[src/sv/bcd_pkg.sv]
// ----------------------------------------------------------------------------
// bcd_pkg
// Shared constants and digit helpers for the packed-BCD arithmetic unit.
// ----------------------------------------------------------------------------
`default_nettype none
package bcd_pkg;
  localparam int DIGITS   = 16;
  localparam int DIG_W    = 4;
  localparam int WORD_W   = 64;
  localparam int USED_W   = DIGITS * DIG_W;
  localparam int CNT_W    = $clog2(DIGITS + 1);

  localparam logic [2:0] KIND_ADD = 3'd0;
  localparam logic [2:0] KIND_SUB = 3'd1;
  localparam logic [2:0] KIND_MUL = 3'd2;
  localparam logic [2:0] KIND_MOD = 3'd3;

  localparam logic [2:0] ST_OK   = 3'd0;
  localparam logic [2:0] ST_OVF  = 3'd1;
  localparam logic [2:0] ST_NEG  = 3'd2;
  localparam logic [2:0] ST_DIV0 = 3'd3;
  localparam logic [2:0] ST_BAD  = 3'd4;

  typedef logic [USED_W-1:0] bcd_t;

  // One decimal digit add with carry in; returns {carry, digit}.
  function automatic logic [4:0] dig_add(input logic [3:0] x, input logic [3:0] y,
                                         input logic c);
    logic [4:0] s;
    s = {1'b0, x} + {1'b0, y} + {4'd0, c};
    if (s > 5'd9) dig_add = {1'b1, 4'(s - 5'd10)};
    else dig_add = {1'b0, s[3:0]};
  endfunction

  // One decimal digit subtract with borrow in; returns {borrow, digit}.
  function automatic logic [4:0] dig_sub(input logic [3:0] x, input logic [3:0] y,
                                         input logic b);
    logic [5:0] s;
    s = {2'b0, x} - {2'b0, y} - {5'd0, b};
    if (s[5]) dig_sub = {1'b1, 4'(s + 6'd10)};
    else dig_sub = {1'b0, s[3:0]};
  endfunction
endpackage
`default_nettype wire

[src/sv/bcd_decimal_arithmetic_unit_top.sv]
// ----------------------------------------------------------------------------
// bcd_decimal_arithmetic_unit_top
// Packed-BCD add, subtract, multiply, modulo and compare, digit serial.
// ----------------------------------------------------------------------------
// One request on in_valid/in_ready carries kind, a_digits and b_digits; one
// response on out_valid/out_ready carries the result, status and flags.
// Work runs one digit per cycle through a shared digit adder/subtractor.
// Digit checking and compare of both words come first, then the word adds
// on the digit adder/subtractor. Add/subtract make a single word add or
// subtract; multiply does up to nine word adds per digit of a, modulo up to
// ten word subtracts per digit of a. One request is in work at a time; the
// next is taken once the result is registered, even while the receiver
// stalls it, which holds the result stable. A finished result that finds
// the output register full waits in the sequencer, and no request is taken
// until it moves over. Synchronous reset empties the output register and
// returns the sequencer to idle.
// ----------------------------------------------------------------------------
`default_nettype none
module bcd_decimal_arithmetic_unit_top
  import bcd_pkg::*;
(
  input  wire logic              clk,
  input  wire logic              rst,
  input  wire logic              in_valid,
  output logic                   in_ready,
  input  wire logic [2:0]        kind,
  input  wire logic [WORD_W-1:0] a_digits,
  input  wire logic [WORD_W-1:0] b_digits,
  output logic                   out_valid,
  input  wire logic              out_ready,
  output logic [WORD_W-1:0]      result_digits,
  output logic [2:0]             status,
  output logic                   a_less,
  output logic                   a_equal,
  output logic                   a_greater,
  output logic                   result_zero
);
  logic       busy, go, fin, pend, load;
  bcd_t       res;
  logic [2:0] st;
  logic [1:0] cmp;

  assign in_ready = !busy;
  assign go       = in_valid && in_ready;
  assign load     = (fin || pend) && (!out_valid || out_ready);

  bcd_seq u_seq (
    .clk(clk), .rst(rst), .go(go), .kind(kind),
    .a(a_digits[USED_W-1:0]), .b(b_digits[USED_W-1:0]),
    .fin(fin), .res(res), .st(st), .cmp(cmp)
  );

  always_ff @(posedge clk) begin
    if (rst) begin
      busy      <= 1'b0;
      out_valid <= 1'b0;
      pend      <= 1'b0;
    end else begin
      if (load) out_valid <= 1'b1;
      else if (out_ready) out_valid <= 1'b0;
      if (go) busy <= 1'b1;
      else if (load) busy <= 1'b0;
      if (load) pend <= 1'b0;
      else if (fin) pend <= 1'b1;
      if (load) begin
        result_digits <= WORD_W'(res);
        status        <= st;
        a_less        <= cmp[1];
        a_equal       <= cmp[0];
        a_greater     <= (cmp == 2'b00);
        result_zero   <= (res == '0);
      end
    end
  end
endmodule
`default_nettype wire

[src/sv/bcd_digit_alu.sv]
// ----------------------------------------------------------------------------
// bcd_digit_alu
// Digit-serial add or subtract of two BCD words, least significant digit first.
// ----------------------------------------------------------------------------
`default_nettype none
module bcd_digit_alu
  import bcd_pkg::*;
(
  input  wire logic       clk,
  input  wire logic       rst,
  input  wire logic       start,
  input  wire logic       sub,
  input  wire bcd_t       x,
  input  wire bcd_t       y,
  output logic            done,
  output bcd_t            sum,
  output logic            carry
);
  bcd_t            xs, ys;
  logic [CNT_W-1:0] cnt;
  logic            busy, sub_r;
  logic [4:0]      d;

  always_comb begin
    if (sub_r) d = dig_sub(xs[3:0], ys[3:0], carry);
    else d = dig_add(xs[3:0], ys[3:0], carry);
  end

  always_ff @(posedge clk) begin
    done <= 1'b0;
    if (rst) begin
      busy <= 1'b0;
      done <= 1'b0;
    end else if (start) begin
      busy  <= 1'b1;
      xs    <= x;
      ys    <= y;
      sub_r <= sub;
      carry <= 1'b0;
      cnt   <= '0;
    end else if (busy) begin
      xs    <= xs >> DIG_W;
      ys    <= ys >> DIG_W;
      sum   <= {d[3:0], sum[USED_W-1:DIG_W]};
      carry <= d[4];
      cnt   <= cnt + 1'b1;
      if (cnt == CNT_W'(DIGITS - 1)) begin
        busy <= 1'b0;
        done <= 1'b1;
      end
    end
  end
endmodule
`default_nettype wire

[src/sv/bcd_seq.sv]
// ----------------------------------------------------------------------------
// bcd_seq
// Sequencer: validation, compare, add/subtract, and multiply/modulo by repeated digit ops.
// ----------------------------------------------------------------------------
`default_nettype none
module bcd_seq
  import bcd_pkg::*;
(
  input  wire logic       clk,
  input  wire logic       rst,
  input  wire logic       go,
  input  wire logic [2:0] kind,
  input  wire bcd_t       a,
  input  wire bcd_t       b,
  output logic            fin,
  output bcd_t            res,
  output logic [2:0]      st,
  output logic [1:0]      cmp
);
  typedef enum logic [3:0] {S_IDLE, S_CHK, S_ADD, S_SUB, S_MSHIFT, S_MADD, S_MSTEP,
                            S_DSHIFT, S_DSUB, S_DONE} state_t;
  state_t           state;
  logic [2:0]       k;
  bcd_t             ra, rb, acc, ma, rem;
  logic [3:0]       rem_top;
  logic [CNT_W-1:0] idx;
  logic [3:0]       dig, rep;
  logic             bad, alu_start, alu_sub, alu_done, alu_c;
  bcd_t             alu_x, alu_y, alu_s;
  logic             nz_b;

  bcd_digit_alu u_alu (
    .clk(clk), .rst(rst), .start(alu_start), .sub(alu_sub),
    .x(alu_x), .y(alu_y), .done(alu_done), .sum(alu_s), .carry(alu_c)
  );

  always_ff @(posedge clk) begin
    fin       <= 1'b0;
    alu_start <= 1'b0;
    if (rst) begin
      state <= S_IDLE;
      fin   <= 1'b0;
      alu_start <= 1'b0;
    end else begin
      unique case (state)
        S_IDLE: begin
          if (go) begin
            ra <= a; rb <= b; k <= kind;
            idx <= '0; bad <= 1'b0; cmp <= 2'b01; nz_b <= 1'b0;
            state <= S_CHK;
          end
        end
        S_CHK: begin
          // scan from most significant digit, one per cycle
          if (ra[USED_W-1 -: 4] > 4'd9 || rb[USED_W-1 -: 4] > 4'd9) bad <= 1'b1;
          if (rb[USED_W-1 -: 4] != 4'd0) nz_b <= 1'b1;
          if (cmp == 2'b01 && ra[USED_W-1 -: 4] != rb[USED_W-1 -: 4])
            cmp <= (ra[USED_W-1 -: 4] < rb[USED_W-1 -: 4]) ? 2'b10 : 2'b00;
          ra  <= {ra[USED_W-DIG_W-1:0], ra[USED_W-1 -: 4]};
          rb  <= {rb[USED_W-DIG_W-1:0], rb[USED_W-1 -: 4]};
          idx <= idx + 1'b1;
          if (idx == CNT_W'(DIGITS - 1)) state <= S_ADD;
        end
        S_ADD: begin
          res <= '0; st <= ST_OK; idx <= '0;
          if (bad) begin
            st <= ST_BAD; state <= S_DONE;
          end else begin
            case (k)
              KIND_ADD, KIND_SUB: begin
                alu_x <= ra; alu_y <= rb; alu_sub <= (k == KIND_SUB);
                alu_start <= 1'b1; state <= S_SUB;
              end
              KIND_MUL: begin
                acc <= '0; ma <= ra; state <= S_MSHIFT;
              end
              KIND_MOD: begin
                if (!nz_b) begin
                  st <= ST_DIV0; state <= S_DONE;
                end else begin
                  rem <= '0; rem_top <= '0; ma <= ra; state <= S_DSHIFT;
                end
              end
              default: state <= S_DONE;
            endcase
          end
        end
        S_SUB: begin
          if (alu_done) begin
            if (alu_c) st <= (k == KIND_SUB) ? ST_NEG : ST_OVF;
            else res <= alu_s;
            state <= S_DONE;
          end
        end
        // multiply: acc = acc*10 + a_digit*b, most significant digit of a first
        S_MSHIFT: begin
          if (acc[USED_W-1 -: 4] != 4'd0) begin
            st <= ST_OVF; state <= S_DONE;
          end else begin
            acc <= acc << DIG_W;
            dig <= ma[USED_W-1 -: 4];
            ma  <= ma << DIG_W;
            rep <= '0;
            state <= S_MADD;
          end
        end
        S_MADD: begin
          if (rep == dig) begin
            idx <= idx + 1'b1;
            state <= (idx == CNT_W'(DIGITS - 1)) ? S_MSTEP : S_MSHIFT;
            if (idx == CNT_W'(DIGITS - 1)) res <= acc;
          end else if (!alu_start) begin
            alu_x <= acc; alu_y <= rb; alu_sub <= 1'b0; alu_start <= 1'b1;
            state <= S_DSUB;
          end
        end
        S_MSTEP: state <= S_DONE;
        // modulo: rem = rem*10 + a_digit, then subtract b while possible;
        // rem_top holds the digit shifted out above the word
        S_DSHIFT: begin
          rem_top <= rem[USED_W-1 -: 4];
          rem <= {rem[USED_W-DIG_W-1:0], ma[USED_W-1 -: 4]};
          ma  <= ma << DIG_W;
          alu_x <= {rem[USED_W-DIG_W-1:0], ma[USED_W-1 -: 4]};
          alu_y <= rb; alu_sub <= 1'b1; alu_start <= 1'b1;
          state <= S_DSUB;
        end
        S_DSUB: begin
          if (alu_done) begin
            if (k == KIND_MUL) begin
              if (alu_c) begin
                st <= ST_OVF; state <= S_DONE;
              end else begin
                acc <= alu_s; rep <= rep + 1'b1; state <= S_MADD;
              end
            end else if (!alu_c || rem_top != 4'd0) begin
              rem <= alu_s; rem_top <= rem_top - {3'd0, alu_c};
              alu_x <= alu_s; alu_start <= 1'b1;
            end else begin
              idx <= idx + 1'b1;
              if (idx == CNT_W'(DIGITS - 1)) begin
                res <= rem; state <= S_DONE;
              end else state <= S_DSHIFT;
            end
          end
        end
        S_DONE: begin
          fin <= 1'b1; state <= S_IDLE;
        end
        default: state <= S_IDLE;
      endcase
    end
  end
endmodule
`default_nettype wire
[config.mk]
export PLATFORM = sky130hd
export DESIGN_NAME = bcd_decimal_arithmetic_unit_top
export DESIGN_NICKNAME = d
export VERILOG_FILES = /design/src/sv/bcd_pkg.sv /design/src/sv/bcd_decimal_arithmetic_unit_top.sv /design/src/sv/bcd_digit_alu.sv /design/src/sv/bcd_seq.sv
export SDC_FILE = /design/constraint.sdc
export NUM_CORES = 1
export LEC_CHECK = 0
export ABC_AREA = 1
export BUFFER_PORTS_ARGS = -buffer_cell sky130_fd_sc_hd__buf_2
export CORE_MARGIN = 1
export CORE_UTILIZATION = 55
export CTS_CLUSTER_DIAMETER = 150
export DETAILED_ROUTE_END_ITERATION = 8
export PLACE_DENSITY_LB_ADDON = 0.3
export SYNTH_ARGS = -nofsm -noshare
export SYNTH_HDL_FRONTEND = slang
export SYNTH_SLANG_ARGS = --single-unit
[constraint.sdc]
create_clock -name clk -period 22.2 [get_ports clk]
set_clock_uncertainty 0.1 [all_clocks]
set_input_delay 6.66 -clock clk [delete_from_list [all_inputs] [get_ports clk]]
set_output_delay 6.66 -clock clk [all_outputs]
set_load 0.005 [all_outputs]
==> summary.md <==
| Metric | Value |
|---|---|
| Seq/Total Area, Yosys | `0.728` |
| Hold Path Depth | `0` |
| # DRC | `0` |
| Leak | `~15 nW` |
| Yosys synthesis warning count | `0` |
| Top cells by area, synth | `edfxtp_1, nand2_1, inv_1` |
| Post-DP HPWL | `around 53000 um` |
| PwrDens | `between 100 and 150 nW/um2` |
| CP Data Arrival Time | `slightly above 9 ns` |
| CTS sink cnt | `~800` |
| Reg2Reg Depth | `9` |
| CTS Hold Bufs | `0` |
| Site Rows | `90` |
| Status | `complete, no violations` |
| Nets@finish | `about 3200` |
| Data required, critical path | `approximately 22 ns` |
| Utilization after layout | `0.629` |
| Antenna cells | `0` |
| Top FF cell, synth | `edfxtp_1` |
| Syn_area_per_cell | `11.9 um2` |
| First-pass GRT wire length | `between 100000 and 150000 um` |
| Post-synth EDFFs | `810` |
| Top-count cell post-synth | `nand2_1` |
| Largest area contributor in the netlist | `edfxtp_1` |
| Reg2reg end | `u_seq.alu_x[52]` |
| Total Wirelength | `82500 um` |
| TritonRoute pass-1 iters | `6` |
| IO Port Bufs | `slightly above 200` |
| Startpoint Class | `input port` |
| Layout cells sized above 1 | `0.123` |
| Seq cells post-synth | `821` |
| Die height | `250 um` |
| RSZ-0062 raised after global routing | `false` |
| Final setup TNS | `0 ns` |
| Initial antenna violation count | `1` |
| Max-cap viol count | `0` |
| Crit-path max FO | `a little under 70` |
| CTS Buffer Depth | `3` |
| Setup crit start | `rst` |
| Hold Crit Class | `reg -> reg` |
| Routed vias | `approximately 22000` |
| GRT Residual Overflow | `0` |
| Post-synth ARST share | `0` |
| Largest net degree at the start of global routing | `98` |
| Top cells by count, synth | `nand2_1, edfxtp_1, inv_1` |
| CTS clock-pin slew for the worst setup and hold paths | `roughly 0.060 ns` |
| Post-CTS Setup Repair Bufs | `0` |
| Worst Setup Path Type | `in -> reg` |
| Antenna viol nets, final | `0` |
| Final hold slack | `~0.34 ns` |
| Routed WL per cell | `roughly 21 um` |
| Final Cycle Share | `0.404` |
| Synth-to-Final Area Change | `12.7%` |
| Clk root buf | `clkbuf_16` |
| Max Fclk | `around 0.11 GHz` |
| Worst setup path end | `u_seq.u_alu.xs[47]` |
| Core area | `slightly above 60000 um2` |
| PostCTS Resize Cnt | `0` |
| Vias in the first global route | `between 20000 and 25000` |
| CTS tree | `yes` |
| Share of the synthesized area in the top cell type | `0.721` |
| Clock latency at the later pin of the worst-skew pair | `0.63 ns` |
| Max VDD drop | `between 0.00006 and 0.00007 V` |
| Mapped Cells | `between 2000 and 3000` |
| Cell variety after synth | `40` |
| Fin. Hold Viols | `0` |
| Reg2Reg Setup Slack | `18.37 ns` |
| Die area | `~62000 um2` |
| Cell Area, Synth | `approximately 34000 um2` |
| Reg-to-reg startpoint | `u_seq.state[1]` |
| Initial DRC count | `roughly 2700` |
| Final Max Slew Viols | `0` |
| H-tree depth | `3` |
| Via density | `5.77` |
| Worst-Margin Slew | `between 1 and 1.5 ns` |
| Initial core utilization | `0.558` |
| Total GRT Usage | `0.266` |
| Final setup viols | `0` |
| Die Span X | `250 um` |
| Post-route minimum period | `roughly 9 ns` |
| I/O pins | `between 200 and 250` |
| Final GP Congestion | `0.896` |
| Nature of the critical path endpoint | `flop` |
| Synthesized Nets | `3002` |
| Relative slew margins | `0.239` |
| TritonCTS Buffers | `~80` |
-- final cells by class --
cell class | instances | area, um2
Tap cell | 782 | 978
Multi-Input combinational cell | 1600 | 7570
Timing Repair Buffer | 227 | 1190
Clock inverter | 39 | 433
Sequential cell | 821 | 24500
Fill cell | 4612 | 22500
Inverter | 294 | 1110
Clock buffer | 106 | 2180
-- power breakdown --
| group | switching (W) | internal, W |
|---|---|---|
| combinational | 0.000397 | 0.000135 |
| sequential | 0.0000853 | 0.00196 |
| clock | 0.000582 | 0.000790 |
| total | 0.00106 | 0.00289 |
-- layer usage --
| metal | vias up | wire length [um] | global-route usage |
|---|---|---|---|
| met5 | - | 11 | 0 |
| met4 | 2 | 2020 | 0.0857 |
| met3 | 116 | 7770 | 0.0459 |
| met2 | 1152 | 37400 | 0.404 |
| met1 | 10900 | 35300 | 0.392 |
| li1 | 10200 | - | - |
-- stage by stage --
stage,power (W),instances,cell area [um2],setup slack [ns]
final,0.00395,3869,38000,13.23
after CTS,0.00396,3869,38000,13.21
after global placement,0.00258,3724,35400,12.67
after global routing,0.00409,3869,38000,13.04
after detailed placement,0.00260,3724,35400,12.55
after floorplan,0.00241,2842,33700,5.04
-- worst min-delay path by stage --
stage	start	to	slack, ns
detailed placement	u_seq.alu_sub	u_seq.u_alu.sub_r	0.32
CTS	u_seq.u_alu.sum[27]	u_seq.u_alu.sum[23]	0.33
global placement	u_seq.alu_sub	u_seq.u_alu.sub_r	0.30
finish	u_seq.st[2]	status[2]	0.34
floorplan	u_seq.st[0]	status[0]	0.30
global route	u_seq.alu_sub	u_seq.u_alu.sub_r	0.34
-- critical path, stage by stage --
cell and delay [ns]:
buf_2 0.22, inv_1 0.23, nand2_1 0.22, o21ai_4 0.09
buf_4 0.81, buf_4 0.81
-- placed cells by master (no fill, tap or decap), types with 2 or more instances in the layout --
cell and n:
nor4_2 2, o21bai_1 2, nand2_4 5, nand2_1 987
a31oi_1 2, inv_16 2, a21oi_1 37, a211oi_4 2
o21ai_1 46, inv_4 3, o221ai_1 64, nand3b_1 50
nor4_1 21, fa_1 3, dfxtp_1 10, clkbuf_1 22
o21ai_0 168, nor3_1 2, bufinv_16 8, nand3_1 34
clkinv_1 14, nand2_2 4, nor2_1 58, inv_6 2
buf_4 20, nand4_1 6, nor2_4 4, nor2_2 4
xor2_1 2, inv_1 278, nor3_2 2, buf_2 207
ha_1 22, clkbuf_16 84, and2_0 2, inv_2 12
edfxtp_1 810, o22ai_1 63, clkinv_2 11
-- kinds of logic (layout without fill, tap and decap cells) --
kind of cell	Yosys count	in the layout	share of synthesized area
xor gates and xnor gates	3	3	0.000779
muxes	1	1	0.000334
and+or+nand+nor	1183	1183	0.143
DFF	821	821	0.728
AOI/OAI and AO/OA	388	388	0.0679
buffers and inverters	421	666	0.0507
adders and majority gates	25	25	0.00994
Note: power is estimated with default switching activity, not from simulation.
